$ cat config.mk
export PLATFORM = sky130hd
export DESIGN_NAME = adc_biquad_dac_stream_flat
export DESIGN_NICKNAME = d
export VERILOG_FILES = /design/src/hdl/abd_pkg.sv /design/src/hdl/abd_if.sv /design/src/hdl/abd_serial_mul.sv /design/src/hdl/adc_biquad_dac_stream.sv /design/src/flat_wrapper.sv
export SDC_FILE = /design/constraint.sdc
export NUM_CORES = 2
export LEC_CHECK = 0
export ABC_AREA = 1
export BUFFER_PORTS_ARGS = -buffer_cell sky130_fd_sc_hd__buf_2
export CAP_MARGIN = 20
export CORE_MARGIN = 2
export CORE_UTILIZATION = 40
export CTS_CLUSTER_SIZE = 12
export DETAILED_ROUTE_END_ITERATION = 12
export GPL_TIMING_DRIVEN = 0
export SYNTH_ARGS = -nofsm -noshare
export SYNTH_HDL_FRONTEND = slang
export SYNTH_SLANG_ARGS = --single-unit
$ cat constraint.sdc
create_clock -name clk -period 6.9 [get_ports clk]
set_input_delay 1.38 -clock clk [delete_from_list [all_inputs] [get_ports clk]]
set_output_delay 1.38 -clock clk [all_outputs]
set_load 0.05 [all_outputs]
$ cat src/hdl/abd_pkg.sv
package abd_pkg;

    localparam int unsigned DIGIT_W = 4;
    localparam int unsigned COEF_W = 32;
    localparam int unsigned PROD_W = 64;
    localparam int unsigned NDIG = COEF_W / DIGIT_W;

    localparam logic [27:0] BIAS_RESET = 28'(2030 * 65536);
    localparam logic [27:0] BIAS_MAX = 28'(4095 * 65536);
    localparam logic signed [31:0] HYST = 32'sd524288;
    localparam logic signed [47:0] MEM_MAX = {1'b0, {47{1'b1}}};
    localparam logic signed [47:0] MEM_MIN = {1'b1, {47{1'b0}}};

    localparam logic [2:0] REG_MODE = 3'd0;
    localparam logic [2:0] REG_B0 = 3'd1;
    localparam logic [2:0] REG_B1 = 3'd2;
    localparam logic [2:0] REG_B2 = 3'd3;
    localparam logic [2:0] REG_FB1 = 3'd4;
    localparam logic [2:0] REG_FB2 = 3'd5;

    typedef enum logic [2:0] {
        ST_IDLE,
        ST_MUL_B0,
        ST_MUL_REST,
        ST_FINISH,
        ST_OUT
    } state_t;

    typedef enum logic [1:0] {
        SIDE_NONE = 2'd0,
        SIDE_HIGH = 2'd1,
        SIDE_LOW = 2'd2
    } side_t;

    typedef struct packed {
        logic start;
        logic busy;
        logic done;
    } mul_ctrl_t;

endpackage

$ cat src/hdl/abd_if.sv
interface abd_in_if;
    logic valid;
    logic ready;
    logic [11:0] adc_sample;
    modport source (output valid, output adc_sample, input ready);
    modport sink (input valid, input adc_sample, output ready);
endinterface

interface abd_out_if;
    logic valid;
    logic ready;
    logic [11:0] dac_code;
    logic clipped;
    logic [11:0] input_min;
    logic [11:0] input_max;
    logic [31:0] clip_total;
    logic [15:0] input_crossings;
    logic [15:0] output_crossings;
    logic signed [15:0] output_low;
    logic signed [15:0] output_high;
    logic [15:0] window_samples;
    logic window_done;
    modport source (output valid, output dac_code, output clipped, output input_min,
        output input_max, output clip_total, output input_crossings,
        output output_crossings, output output_low, output output_high,
        output window_samples, output window_done, input ready);
    modport sink (input valid, input dac_code, input clipped, input input_min,
        input input_max, input clip_total, input input_crossings,
        input output_crossings, input output_low, input output_high,
        input window_samples, input window_done, output ready);
endinterface

$ cat src/hdl/abd_serial_mul.sv
module abd_serial_mul
(
    input  logic                  clk,
    input  logic                  rst_n,
    input  abd_pkg::mul_ctrl_t    ctrl_in,
    output abd_pkg::mul_ctrl_t    ctrl_out,
    input  logic signed [31:0]    coef,
    input  logic signed [31:0]    operand,
    output logic signed [35:0]    rounded
);

    localparam int unsigned CNT_W = $clog2(abd_pkg::NDIG + 1);

    logic [CNT_W-1:0] cnt_reg, cnt_next;
    logic [31:0] digits_reg, digits_next;
    logic signed [63:0] acc_reg, acc_next;
    logic signed [31:0] op_reg, op_next;
    logic busy_reg, busy_next;
    logic done_reg, done_next;
    logic signed [36:0] part;
    logic last;

    // the top digit of the coefficient carries negative weight
    assign last = (cnt_reg == CNT_W'(abd_pkg::NDIG - 1));

    always_comb
    begin
        if (last)
            part = op_reg * $signed(digits_reg[3:0]);
        else
            part = op_reg * $signed({1'b0, digits_reg[3:0]});
    end

    always_comb
    begin
        cnt_next = cnt_reg;
        digits_next = digits_reg;
        acc_next = acc_reg;
        op_next = op_reg;
        busy_next = busy_reg;
        done_next = 1'b0;
        if (ctrl_in.start)
        begin
            cnt_next = '0;
            digits_next = coef;
            op_next = operand;
            acc_next = '0;
            busy_next = 1'b1;
        end
        else if (busy_reg)
        begin
            acc_next = acc_reg + (64'(part) <<< (cnt_reg * abd_pkg::DIGIT_W));
            digits_next = digits_reg >> abd_pkg::DIGIT_W;
            cnt_next = cnt_reg + 1'b1;
            if (last)
            begin
                busy_next = 1'b0;
                done_next = 1'b1;
            end
        end
    end

    always_ff @(posedge clk or negedge rst_n)
    begin
        if (!rst_n)
        begin
            busy_reg <= 1'b0;
            done_reg <= 1'b0;
            cnt_reg <= '0;
        end
        else
        begin
            busy_reg <= busy_next;
            done_reg <= done_next;
            cnt_reg <= cnt_next;
        end
    end

    always_ff @(posedge clk)
    begin
        digits_reg <= digits_next;
        acc_reg <= acc_next;
        op_reg <= op_next;
    end

    logic signed [63:0] acc_round;
    assign acc_round = acc_reg + 64'sd134217728;
    assign rounded = acc_round[63:28];

    assign ctrl_out.start = 1'b0;
    assign ctrl_out.busy = busy_reg;
    assign ctrl_out.done = done_reg;

    assert property (@(posedge clk) disable iff (!rst_n) done_reg |-> !busy_reg)
        else $error("multiplier done while busy");
    assert property (@(posedge clk) disable iff (!rst_n) ctrl_in.start |=> busy_reg)
        else $error("multiplier failed to start");
    assert property (@(posedge clk) disable iff (!rst_n) $fell(busy_reg) |-> done_reg)
        else $error("multiplier stopped without done");

endmodule

$ cat src/hdl/adc_biquad_dac_stream.sv
// an accepted item runs through five multiplies (b0, b1, b2, fb1, fb2), then ST_FINISH registers its result
// items are taken one at a time: a new item waits until the shared 4-bit digit-serial multiplier is done
// passthrough mode also runs the multiplies, so the timing does not depend on mode
// reset: asynchronous active low; bias 2030.0, filter memories zero, coefficients b0 = 1.0
// output register holds a result until taken; no new item is accepted meanwhile
module adc_biquad_dac_stream
#(
    parameter int unsigned BLOCK_SAMPLES = 512,
    parameter int unsigned WINDOW_FIRST_BLOCK = 4,
    parameter int unsigned WINDOW_END_BLOCK = 20
)
(
    input  logic        clk,
    input  logic        rst_n,
    abd_in_if.sink      in_ch,
    abd_out_if.source   out_ch,
    input  logic        psel,
    input  logic        penable,
    input  logic        pwrite,
    input  logic [4:0]  paddr,
    input  logic [31:0] pwdata,
    output logic [31:0] prdata,
    output logic        pready
);

    localparam int unsigned POS_W = $clog2(BLOCK_SAMPLES + 1);
    localparam int unsigned WC_W = $clog2(WINDOW_END_BLOCK + 1);

    abd_pkg::state_t state_reg, state_next;
    logic mode_reg;
    logic signed [31:0] coef_reg [5];
    logic [2:0] midx_reg, midx_next;
    logic [27:0] bias_reg;
    logic signed [47:0] m1_reg, m2_reg;
    logic signed [31:0] x_reg, y_reg;
    logic signed [47:0] acc1_reg, acc2_reg;
    logic [11:0] inmin_reg, inmax_reg;
    logic [31:0] clipcnt_reg;
    abd_pkg::side_t iside_reg, oside_reg;
    logic [15:0] icross_reg, ocross_reg;
    logic signed [15:0] omin_reg, omax_reg;
    logic [POS_W-1:0] pos_reg;
    logic [WC_W-1:0] wc_reg;
    logic [11:0] code_reg;
    logic clip_reg;
    logic [15:0] ws_reg;
    logic valid_reg;
    logic started_reg;

    abd_pkg::mul_ctrl_t mctl_in, mctl_out;
    logic signed [31:0] mul_coef, mul_op;
    logic signed [35:0] mul_res;

    logic wr;
    logic [2:0] widx;
    assign wr = psel && penable && pwrite;
    assign widx = paddr[4:2];
    assign pready = 1'b1;

    always_comb
    begin
        case (widx)
            abd_pkg::REG_MODE: prdata = {31'd0, mode_reg};
            abd_pkg::REG_B0: prdata = coef_reg[0];
            abd_pkg::REG_B1: prdata = coef_reg[1];
            abd_pkg::REG_B2: prdata = coef_reg[2];
            abd_pkg::REG_FB1: prdata = coef_reg[3];
            abd_pkg::REG_FB2: prdata = coef_reg[4];
            default: prdata = '0;
        endcase
    end

    // x, then the b0 product gives y; the remaining four use x or y
    logic signed [31:0] x_now;
    assign x_now = $signed({4'd0, in_ch.adc_sample, 16'd0}) - $signed({4'd0, bias_reg});

    logic accept;
    assign accept = in_ch.valid && in_ch.ready;
    assign in_ch.ready = (state_reg == abd_pkg::ST_IDLE) && !valid_reg;

    always_comb
    begin
        mul_coef = coef_reg[midx_reg];
        mul_op = (midx_reg == 3'd3 || midx_reg == 3'd4) ? y_reg : x_reg;
    end

    always_comb
    begin
        state_next = state_reg;
        case (state_reg)
            abd_pkg::ST_IDLE: if (accept) state_next = abd_pkg::ST_MUL_B0;
            abd_pkg::ST_MUL_B0: if (mctl_out.done) state_next = abd_pkg::ST_MUL_REST;
            abd_pkg::ST_MUL_REST:
                if (mctl_out.done && midx_reg == 3'd4) state_next = abd_pkg::ST_FINISH;
            abd_pkg::ST_FINISH: state_next = abd_pkg::ST_OUT;
            abd_pkg::ST_OUT: state_next = abd_pkg::ST_IDLE;
            default: state_next = abd_pkg::ST_IDLE;
        endcase
    end

    always_comb
    begin
        midx_next = midx_reg;
        mctl_in = '0;
        case (state_reg)
            abd_pkg::ST_IDLE:
            begin
                midx_next = 3'd0;
            end
            abd_pkg::ST_MUL_B0:
            begin
                mctl_in.start = !mctl_out.busy && !mctl_out.done && midx_reg == 3'd0
                    && !started_reg;
                if (mctl_out.done) midx_next = 3'd1;
            end
            abd_pkg::ST_MUL_REST:
            begin
                mctl_in.start = !mctl_out.busy && !mctl_out.done && !started_reg;
                if (mctl_out.done && midx_reg != 3'd4) midx_next = midx_reg + 3'd1;
            end
            default: ;
        endcase
    end

    always_ff @(posedge clk or negedge rst_n)
    begin
        if (!rst_n)
            started_reg <= 1'b0;
        else if (mctl_in.start)
            started_reg <= 1'b1;
        else if (mctl_out.done)
            started_reg <= 1'b0;
    end

    abd_serial_mul u_mul
    (
        .clk(clk), .rst_n(rst_n), .ctrl_in(mctl_in), .ctrl_out(mctl_out),
        .coef(mul_coef), .operand(mul_op), .rounded(mul_res)
    );

    localparam logic signed [49:0] MEM_MAX_C = {3'b000, {47{1'b1}}};
    function automatic logic signed [47:0] sat48(input logic signed [49:0] v);
        if (v > MEM_MAX_C) return abd_pkg::MEM_MAX;
        else if (v < -MEM_MAX_C - 50'sd1) return abd_pkg::MEM_MIN;
        else return v[47:0];
    endfunction

    logic signed [48:0] ysum;
    logic signed [31:0] ysat;
    assign ysum = 49'(mul_res) + 49'(m1_reg);
    assign ysat = (ysum > 49'sd2147483647) ? 32'sh7fffffff :
                  (ysum < -49'sd2147483648) ? 32'sh80000000 : ysum[31:0];

    logic signed [32:0] y_fin;
    logic signed [32:0] vout;
    logic signed [16:0] yc_raw;
    logic signed [15:0] yc;
    logic in_win;
    logic [11:0] code_c;
    logic clip_c;
    logic [POS_W-1:0] pos_n;
    logic [WC_W-1:0] wc_n;
    logic [31:0] ws_c;
    abd_pkg::side_t iside_n, oside_n;
    logic [15:0] icross_n, ocross_n;
    logic signed [32:0] yr;

    always_comb
    begin
        y_fin = mode_reg ? 33'(y_reg) : 33'(x_reg);
        in_win = (32'(wc_reg) >= WINDOW_FIRST_BLOCK) && (32'(wc_reg) < WINDOW_END_BLOCK);
        yr = (y_fin + 33'sd32768) >>> 16;
        yc_raw = yr[16:0];
        yc = (yr > 33'sd32767) ? 16'sh7fff : (yr < -33'sd32768) ? 16'sh8000 : yc_raw[15:0];
        iside_n = iside_reg; icross_n = icross_reg;
        if (x_reg >= abd_pkg::HYST)
        begin
            if (iside_reg == abd_pkg::SIDE_LOW && icross_reg != 16'hffff)
                icross_n = icross_reg + 16'd1;
            iside_n = abd_pkg::SIDE_HIGH;
        end
        else if (x_reg <= -abd_pkg::HYST) iside_n = abd_pkg::SIDE_LOW;
        oside_n = oside_reg; ocross_n = ocross_reg;
        if (y_fin >= 33'(abd_pkg::HYST))
        begin
            if (oside_reg == abd_pkg::SIDE_LOW && ocross_reg != 16'hffff)
                ocross_n = ocross_reg + 16'd1;
            oside_n = abd_pkg::SIDE_HIGH;
        end
        else if (y_fin <= -33'(abd_pkg::HYST)) oside_n = abd_pkg::SIDE_LOW;
        vout = y_fin + 33'sd134217728;
        clip_c = 1'b0;
        if (vout < 0) begin code_c = 12'd0; clip_c = 1'b1; end
        else if (vout > 33'sd268369920) begin code_c = 12'd4095; clip_c = 1'b1; end
        else code_c = 12'((vout + 33'sd32768) >>> 16);
        pos_n = pos_reg; wc_n = wc_reg;
        if (32'(wc_reg) < WINDOW_END_BLOCK)
        begin
            if (32'(pos_reg) + 1 >= BLOCK_SAMPLES)
            begin
                pos_n = '0;
                wc_n = wc_reg + 1'b1;
            end
            else pos_n = pos_reg + 1'b1;
        end
        if (WINDOW_FIRST_BLOCK >= WINDOW_END_BLOCK || 32'(wc_n) < WINDOW_FIRST_BLOCK)
            ws_c = '0;
        else
            ws_c = (32'(wc_n) - WINDOW_FIRST_BLOCK) * BLOCK_SAMPLES + 32'(pos_n);
    end

    logic [27:0] bias_c;
    logic signed [32:0] bsum;
    assign bsum = 33'(bias_reg) + 33'((33'(x_now) + 33'sd32768) >>> 16);
    assign bias_c = (bsum < 0) ? 28'd0 : (bsum > 33'(abd_pkg::BIAS_MAX)) ?
        abd_pkg::BIAS_MAX : bsum[27:0];

    always_ff @(posedge clk or negedge rst_n)
    begin
        if (!rst_n)
        begin
            state_reg <= abd_pkg::ST_IDLE;
            midx_reg <= '0;
            mode_reg <= 1'b0;
            coef_reg[0] <= 32'sd268435456;
            coef_reg[1] <= '0; coef_reg[2] <= '0; coef_reg[3] <= '0; coef_reg[4] <= '0;
            bias_reg <= abd_pkg::BIAS_RESET;
            m1_reg <= '0; m2_reg <= '0;
            inmin_reg <= 12'd4095; inmax_reg <= '0;
            clipcnt_reg <= '0;
            iside_reg <= abd_pkg::SIDE_NONE; oside_reg <= abd_pkg::SIDE_NONE;
            icross_reg <= '0; ocross_reg <= '0;
            omin_reg <= 16'sd4095; omax_reg <= -16'sd4095;
            pos_reg <= '0; wc_reg <= '0;
            valid_reg <= 1'b0;
        end
        else
        begin
            state_reg <= state_next;
            midx_reg <= midx_next;
            if (valid_reg && out_ch.ready) valid_reg <= 1'b0;
            if (wr && pready)
            begin
                if (widx == abd_pkg::REG_MODE) mode_reg <= pwdata[0];
                else if (widx <= abd_pkg::REG_FB2)
                begin
                    coef_reg[widx - 3'd1] <= pwdata;
                    m1_reg <= '0; m2_reg <= '0;
                end
            end
            if (accept)
            begin
                bias_reg <= bias_c;
                if (in_ch.adc_sample < inmin_reg) inmin_reg <= in_ch.adc_sample;
                if (in_ch.adc_sample > inmax_reg) inmax_reg <= in_ch.adc_sample;
            end
            if (state_reg == abd_pkg::ST_FINISH && mode_reg)
            begin
                m1_reg <= sat48(50'(acc1_reg) + 50'(m2_reg));
                m2_reg <= acc2_reg;
            end
            if (state_reg == abd_pkg::ST_FINISH)
            begin
                if (in_win)
                begin
                    iside_reg <= iside_n; icross_reg <= icross_n;
                    oside_reg <= oside_n; ocross_reg <= ocross_n;
                    if (yc < omin_reg) omin_reg <= yc;
                    if (yc > omax_reg) omax_reg <= yc;
                end
                if (clip_c && clipcnt_reg != 32'hffffffff) clipcnt_reg <= clipcnt_reg + 32'd1;
                pos_reg <= pos_n; wc_reg <= wc_n;
                valid_reg <= 1'b1;
            end
        end
    end

    always_ff @(posedge clk)
    begin
        if (accept)
            x_reg <= x_now;
        if (mctl_out.done)
        begin
            case (midx_reg)
                3'd0: y_reg <= ysat;
                3'd1: acc1_reg <= 48'(mul_res);
                3'd2: acc2_reg <= 48'(mul_res);
                3'd3: acc1_reg <= sat48(50'(acc1_reg) + 50'(mul_res));
                3'd4: acc2_reg <= sat48(50'(acc2_reg) + 50'(mul_res));
                default: ;
            endcase
        end
        if (state_reg == abd_pkg::ST_FINISH)
        begin
            code_reg <= code_c;
            clip_reg <= clip_c;
            ws_reg <= (ws_c > 32'd65535) ? 16'hffff : ws_c[15:0];
        end
    end

    assign out_ch.valid = valid_reg;
    assign out_ch.dac_code = code_reg;
    assign out_ch.clipped = clip_reg;
    assign out_ch.input_min = inmin_reg;
    assign out_ch.input_max = inmax_reg;
    assign out_ch.clip_total = clipcnt_reg;
    assign out_ch.input_crossings = icross_reg;
    assign out_ch.output_crossings = ocross_reg;
    assign out_ch.output_low = omin_reg;
    assign out_ch.output_high = omax_reg;
    assign out_ch.window_samples = ws_reg;
    assign out_ch.window_done = (32'(wc_reg) >= WINDOW_END_BLOCK);

    assert property (@(posedge clk) disable iff (!rst_n) accept |=> !in_ch.ready)
        else $error("item accepted while busy");
    assert property (@(posedge clk) disable iff (!rst_n)
        (state_reg == abd_pkg::ST_FINISH) |=> valid_reg)
        else $error("result lost");
    assert property (@(posedge clk) disable iff (!rst_n) valid_reg |-> !in_ch.ready)
        else $error("ready while result pending");

endmodule
$ cat src/flat_wrapper.sv
// flat-port wrapper written by rule: the top's interface ports become plain ports
module adc_biquad_dac_stream_flat 
#(
    parameter int unsigned BLOCK_SAMPLES = 512,
    parameter int unsigned WINDOW_FIRST_BLOCK = 4,
    parameter int unsigned WINDOW_END_BLOCK = 20
)
  (clk, rst_n, psel, penable, pwrite, paddr, pwdata, prdata, pready, in_ch_valid, in_ch_adc_sample, in_ch_ready, out_ch_valid, out_ch_dac_code, out_ch_clipped, out_ch_input_min, out_ch_input_max, out_ch_clip_total, out_ch_input_crossings, out_ch_output_crossings, out_ch_output_low, out_ch_output_high, out_ch_window_samples, out_ch_window_done, out_ch_ready);
  abd_in_if in_ch_i ();
  abd_out_if out_ch_i ();
  input  logic clk;
  input  logic rst_n;
  input  logic psel;
  input  logic penable;
  input  logic pwrite;
  input  logic [4:0] paddr;
  input  logic [31:0] pwdata;
  output logic [31:0] prdata;
  output logic pready;
  input wire logic [$bits(in_ch_i.valid)-1:0] in_ch_valid;
  input wire logic [$bits(in_ch_i.adc_sample)-1:0] in_ch_adc_sample;
  output wire logic [$bits(in_ch_i.ready)-1:0] in_ch_ready;
  output wire logic [$bits(out_ch_i.valid)-1:0] out_ch_valid;
  output wire logic [$bits(out_ch_i.dac_code)-1:0] out_ch_dac_code;
  output wire logic [$bits(out_ch_i.clipped)-1:0] out_ch_clipped;
  output wire logic [$bits(out_ch_i.input_min)-1:0] out_ch_input_min;
  output wire logic [$bits(out_ch_i.input_max)-1:0] out_ch_input_max;
  output wire logic [$bits(out_ch_i.clip_total)-1:0] out_ch_clip_total;
  output wire logic [$bits(out_ch_i.input_crossings)-1:0] out_ch_input_crossings;
  output wire logic [$bits(out_ch_i.output_crossings)-1:0] out_ch_output_crossings;
  output wire logic [$bits(out_ch_i.output_low)-1:0] out_ch_output_low;
  output wire logic [$bits(out_ch_i.output_high)-1:0] out_ch_output_high;
  output wire logic [$bits(out_ch_i.window_samples)-1:0] out_ch_window_samples;
  output wire logic [$bits(out_ch_i.window_done)-1:0] out_ch_window_done;
  input wire logic [$bits(out_ch_i.ready)-1:0] out_ch_ready;
  assign in_ch_i.valid = in_ch_valid;
  assign in_ch_i.adc_sample = in_ch_adc_sample;
  assign in_ch_ready = in_ch_i.ready;
  assign out_ch_valid = out_ch_i.valid;
  assign out_ch_dac_code = out_ch_i.dac_code;
  assign out_ch_clipped = out_ch_i.clipped;
  assign out_ch_input_min = out_ch_i.input_min;
  assign out_ch_input_max = out_ch_i.input_max;
  assign out_ch_clip_total = out_ch_i.clip_total;
  assign out_ch_input_crossings = out_ch_i.input_crossings;
  assign out_ch_output_crossings = out_ch_i.output_crossings;
  assign out_ch_output_low = out_ch_i.output_low;
  assign out_ch_output_high = out_ch_i.output_high;
  assign out_ch_window_samples = out_ch_i.window_samples;
  assign out_ch_window_done = out_ch_i.window_done;
  assign out_ch_i.ready = out_ch_ready;
  adc_biquad_dac_stream #(.BLOCK_SAMPLES(BLOCK_SAMPLES), .WINDOW_FIRST_BLOCK(WINDOW_FIRST_BLOCK), .WINDOW_END_BLOCK(WINDOW_END_BLOCK)) u_core (.clk(clk), .rst_n(rst_n), .in_ch(in_ch_i), .out_ch(out_ch_i), .psel(psel), .penable(penable), .pwrite(pwrite), .paddr(paddr), .pwdata(pwdata), .prdata(prdata), .pready(pready));
endmodule
==> results.md <==
* sky130_fd_sc_hd__nand2_1 — count leader, synth
* 0.476 — Final Core Density
* 1.01 — routability congestion estimate
* done — TritonCTS clock tree
* 752 — total of flip-flops plus latches after synthesis
* 0.149 — area share of the largest cell type after synthesis
* completed — outcome
* 0.06 ns — clock-pin slew on the worst setup and hold paths
* 6 — router iterations before antenna repair
* 114 — maximum number of pins on one net before global-route repair
* 237 — IO buf count
* 413 microns — floorplan die width
* 66700 — total via count after detailed routing
* 93 — cts bufs inserted
* 20.1 microns — post-DR wirelength/cell
* 5 — Crit Path Max Fanout
* 197 mm — DP HPWL
* 9499 — cell count after synthesis
* 6.83 ns — clock period minus worst slack
* 3 — Clock Tree Buf Depth
* 18.4% — Area growth syn-to-layout
* 413 microns — die outline height
* 3 — number of H-tree levels
* 241 — ports placed on the boundary
* 0 — Hold Violations, Final
* sky130_fd_sc_hd__fa_1 — library cell contributing the largest single delay on the critical path
* 0 — number of hold buffers added after cts
* 0 — DRC viols
* 0 — number of synthesis warnings
* 146 MHz — fmax
* 0.279 — overall routing resource usage
* 10200 — synthesized netlist net count
* 0.582 — fraction of registers with async set or reset after synthesis
* 67100 sq um — area of the mapped netlist
* sky130_fd_sc_hd__dfrtp_1 — cell type with the highest aggregate area in the netlist
* sky130_fd_sc_hd__dfrtp_1 — most frequently used flop master after synthesis
* 0 — count of final setup violators
* 7.43 ns — Worst Path Arrival
* yes — unrepaired setup endpoints after global routing
* 0.135 — fraction of final layout cells with drive strength greater than 1
* reg -> reg — Tightest Hold Check Type
* 0.469 ns — worst hold slack
* 0 — number of slew-limit violations in the final report
* 7.50 ns — CP required
* 6111 — drt first-iter violations
* 150 — floorplan row count
* sky130_fd_sc_hd__dfrtp_1 (15%), sky130_fd_sc_hd__nand2_1 (13%), sky130_fd_sc_hd__edfxtp_1 (11%), sky130_fd_sc_hd__ha_1 (9.6%), sky130_fd_sc_hd__inv_1 (7.9%) — biggest area contributors in the synthesized netlist
* 167000 sq um — placeable core area
* 0.58 ns — Worst path max stage delay
* sky130_fd_sc_hd__inv_2 — Most Frequent Cell on Critical Path
* 1.21 ns — Tightest Pin Transition
* 171000 sq um — Total Die Area
* 63600 — via count of the first global-routing pass
* sky130_fd_sc_hd__nand2_1 (2324), sky130_fd_sc_hd__inv_1 (1418), sky130_fd_sc_hd__nor2_1 (810) — leading cell types by count after synthesis
* 160 — max reg flops
* 250 — number of enable-type register cells in the synthesized netlist
* 0.402 — Starting Density
* 5.44 — routed via count divided by cell count
* 0.295 — post-synthesis sequential area ratio
* 0 — Congestion Overflow GR
* 10700 — Final Net Count
* 0.0371 ns — Post-Route Skew
* 371 mm — first-pass GRT wire length
* 7.06 sq um — Avg Inst Size Synth
* flip-flop — crit path capture type
* sky130_fd_sc_hd__clkbuf_16 — clock root buffer master
* 0 ns — total negative slack for setup checks
* 0 — max-cap violations
* reg -> reg — critical path start-end classification
* 4 — initial antenna violation count
* 0.990 — share of the cycle needed by the critical path after routing
* 0.188 — Worst slew margin
* flip-flop — Critical Path Source Type
* 0.73 ns — clk_lat worst skew
* 752 — TritonCTS sink count
* 76 — count of different cell masters after synthesis
* 247 mm — sum of routed wire length over all layers
* 0 — number of nets still failing antenna checks after routing
* 16800 — fill cell count
-- cells in the final DEF (no fill, tap or decap), types with 47 or more instances in the layout --
cell type / instances
sky130_fd_sc_hd__a21oi_1: 563
sky130_fd_sc_hd__a21oi_2: 65
sky130_fd_sc_hd__a22o_1: 48
sky130_fd_sc_hd__a31oi_1: 92
sky130_fd_sc_hd__buf_2: 261
sky130_fd_sc_hd__buf_4: 136
sky130_fd_sc_hd__clkbuf_1: 198
sky130_fd_sc_hd__clkbuf_16: 94
sky130_fd_sc_hd__dfrtp_1: 399
sky130_fd_sc_hd__dfxtp_1: 64
sky130_fd_sc_hd__edfxtp_1: 250
sky130_fd_sc_hd__fa_1: 134
sky130_fd_sc_hd__ha_1: 430
sky130_fd_sc_hd__ha_4: 70
sky130_fd_sc_hd__inv_1: 1389
sky130_fd_sc_hd__nand2_1: 2232
sky130_fd_sc_hd__nand2_2: 80
sky130_fd_sc_hd__nand3_1: 337
sky130_fd_sc_hd__nand3_2: 76
sky130_fd_sc_hd__nand4_1: 99
sky130_fd_sc_hd__nor2_1: 732
sky130_fd_sc_hd__nor2_2: 62
sky130_fd_sc_hd__nor3_1: 109
sky130_fd_sc_hd__nor4_1: 51
sky130_fd_sc_hd__o21ai_0: 727
sky130_fd_sc_hd__o21bai_1: 60
sky130_fd_sc_hd__o22ai_1: 47
sky130_fd_sc_hd__xnor2_1: 140
sky130_fd_sc_hd__xor2_1: 247
-- path summary, 6_finish.rpt --
check,cells after the start,to,startpoint,slack [ns]
setup reg to reg,39,u_core.u_mul.acc_reg[52],u_core.u_mul.digits_reg[3],0.07
min in group asynchronous,1,u_core.coef_reg[116],rst_n,0.55
hold reg to reg,2,u_core.u_mul.acc_reg[8],u_core.u_mul.acc_reg[8],0.47
max in group asynchronous,4,u_core.out_ch.clip_total[7],rst_n,4.37
setup / recovery,39,u_core.u_mul.acc_reg[52],u_core.u_mul.digits_reg[3],0.07
hold / removal,2,u_core.u_mul.acc_reg[8],u_core.u_mul.acc_reg[8],0.47
-- worst max-delay path, delay by kind of cell (launching register included) --
| family | cells | cell delay (ns) |
|---|---|---|
| AND/OR/NAND/NOR | 14 | 1.54 |
| XOR/XNOR | 1 | 0.13 |
| flip-flops | 1 | 0.37 |
| AO/OA/AOI/OAI | 9 | 1.37 |
| buffers and inverters | 9 | 0.95 |
| adder cells (fa/ha/maj) | 6 | 2.35 |
-- cell type report --
cell class	instances	area, sq um	area share
Sequential cell	752	19800	0.249
Multi-Input combinational cell	7044	44500	0.560
Timing Repair Buffer	397	2680	0.0338
Buffer	268	1230	0.0155
Clock inverter	49	495	0.00624
Inverter	1434	5400	0.0680
Tap cell	2204	2760	0.0347
Antenna cell	4	10.0	0.000126
Clock buffer	125	2550	0.0321
-- logic make-up after synthesis --
group           after synthesis  synth area share
other cells                   1         0.0000559
compound gates             2008             0.170
buf+inv                    1703            0.0973
fa+ha+maj                   653             0.137
simple gates               3976             0.247
mux                           7           0.00106
flops                       752             0.295
xor+xnor                    399            0.0522
-- stage by stage --
stage	cells	cell area (sq um)	worst slack, ns
2_1_floorplan	9499	67100	0.500
3_3_place_gp	11900	71000	-5.35
3_5_place_dp	12000	71400	-2.68
4_1_cts	12200	76300	-0.0293
5_1_grt	12300	79400	-0.178
6_report	12300	79400	0.0705
-- timing repair --
item	4_1_cts	5_1_grt
pin swaps	63	140
gates resized for setup	348	548
endpoints found under the setup margin	55	151
buffers inserted	56	80
-- layer usage --
metal	wire length, microns	share of wire	GRT usage	vias up
met1	111000	0.45	0.390	31700
met4	8910	0.036	0.0944	2
met2	110000	0.45	0.441	2263
met3	16800	0.068	0.0365	409
li1	-	-	-	32300
met5	13	0.000053	0	-
Power is not shown: default switching activity piles up to over one toggle a cycle in this logic, so the estimate is an artifact.
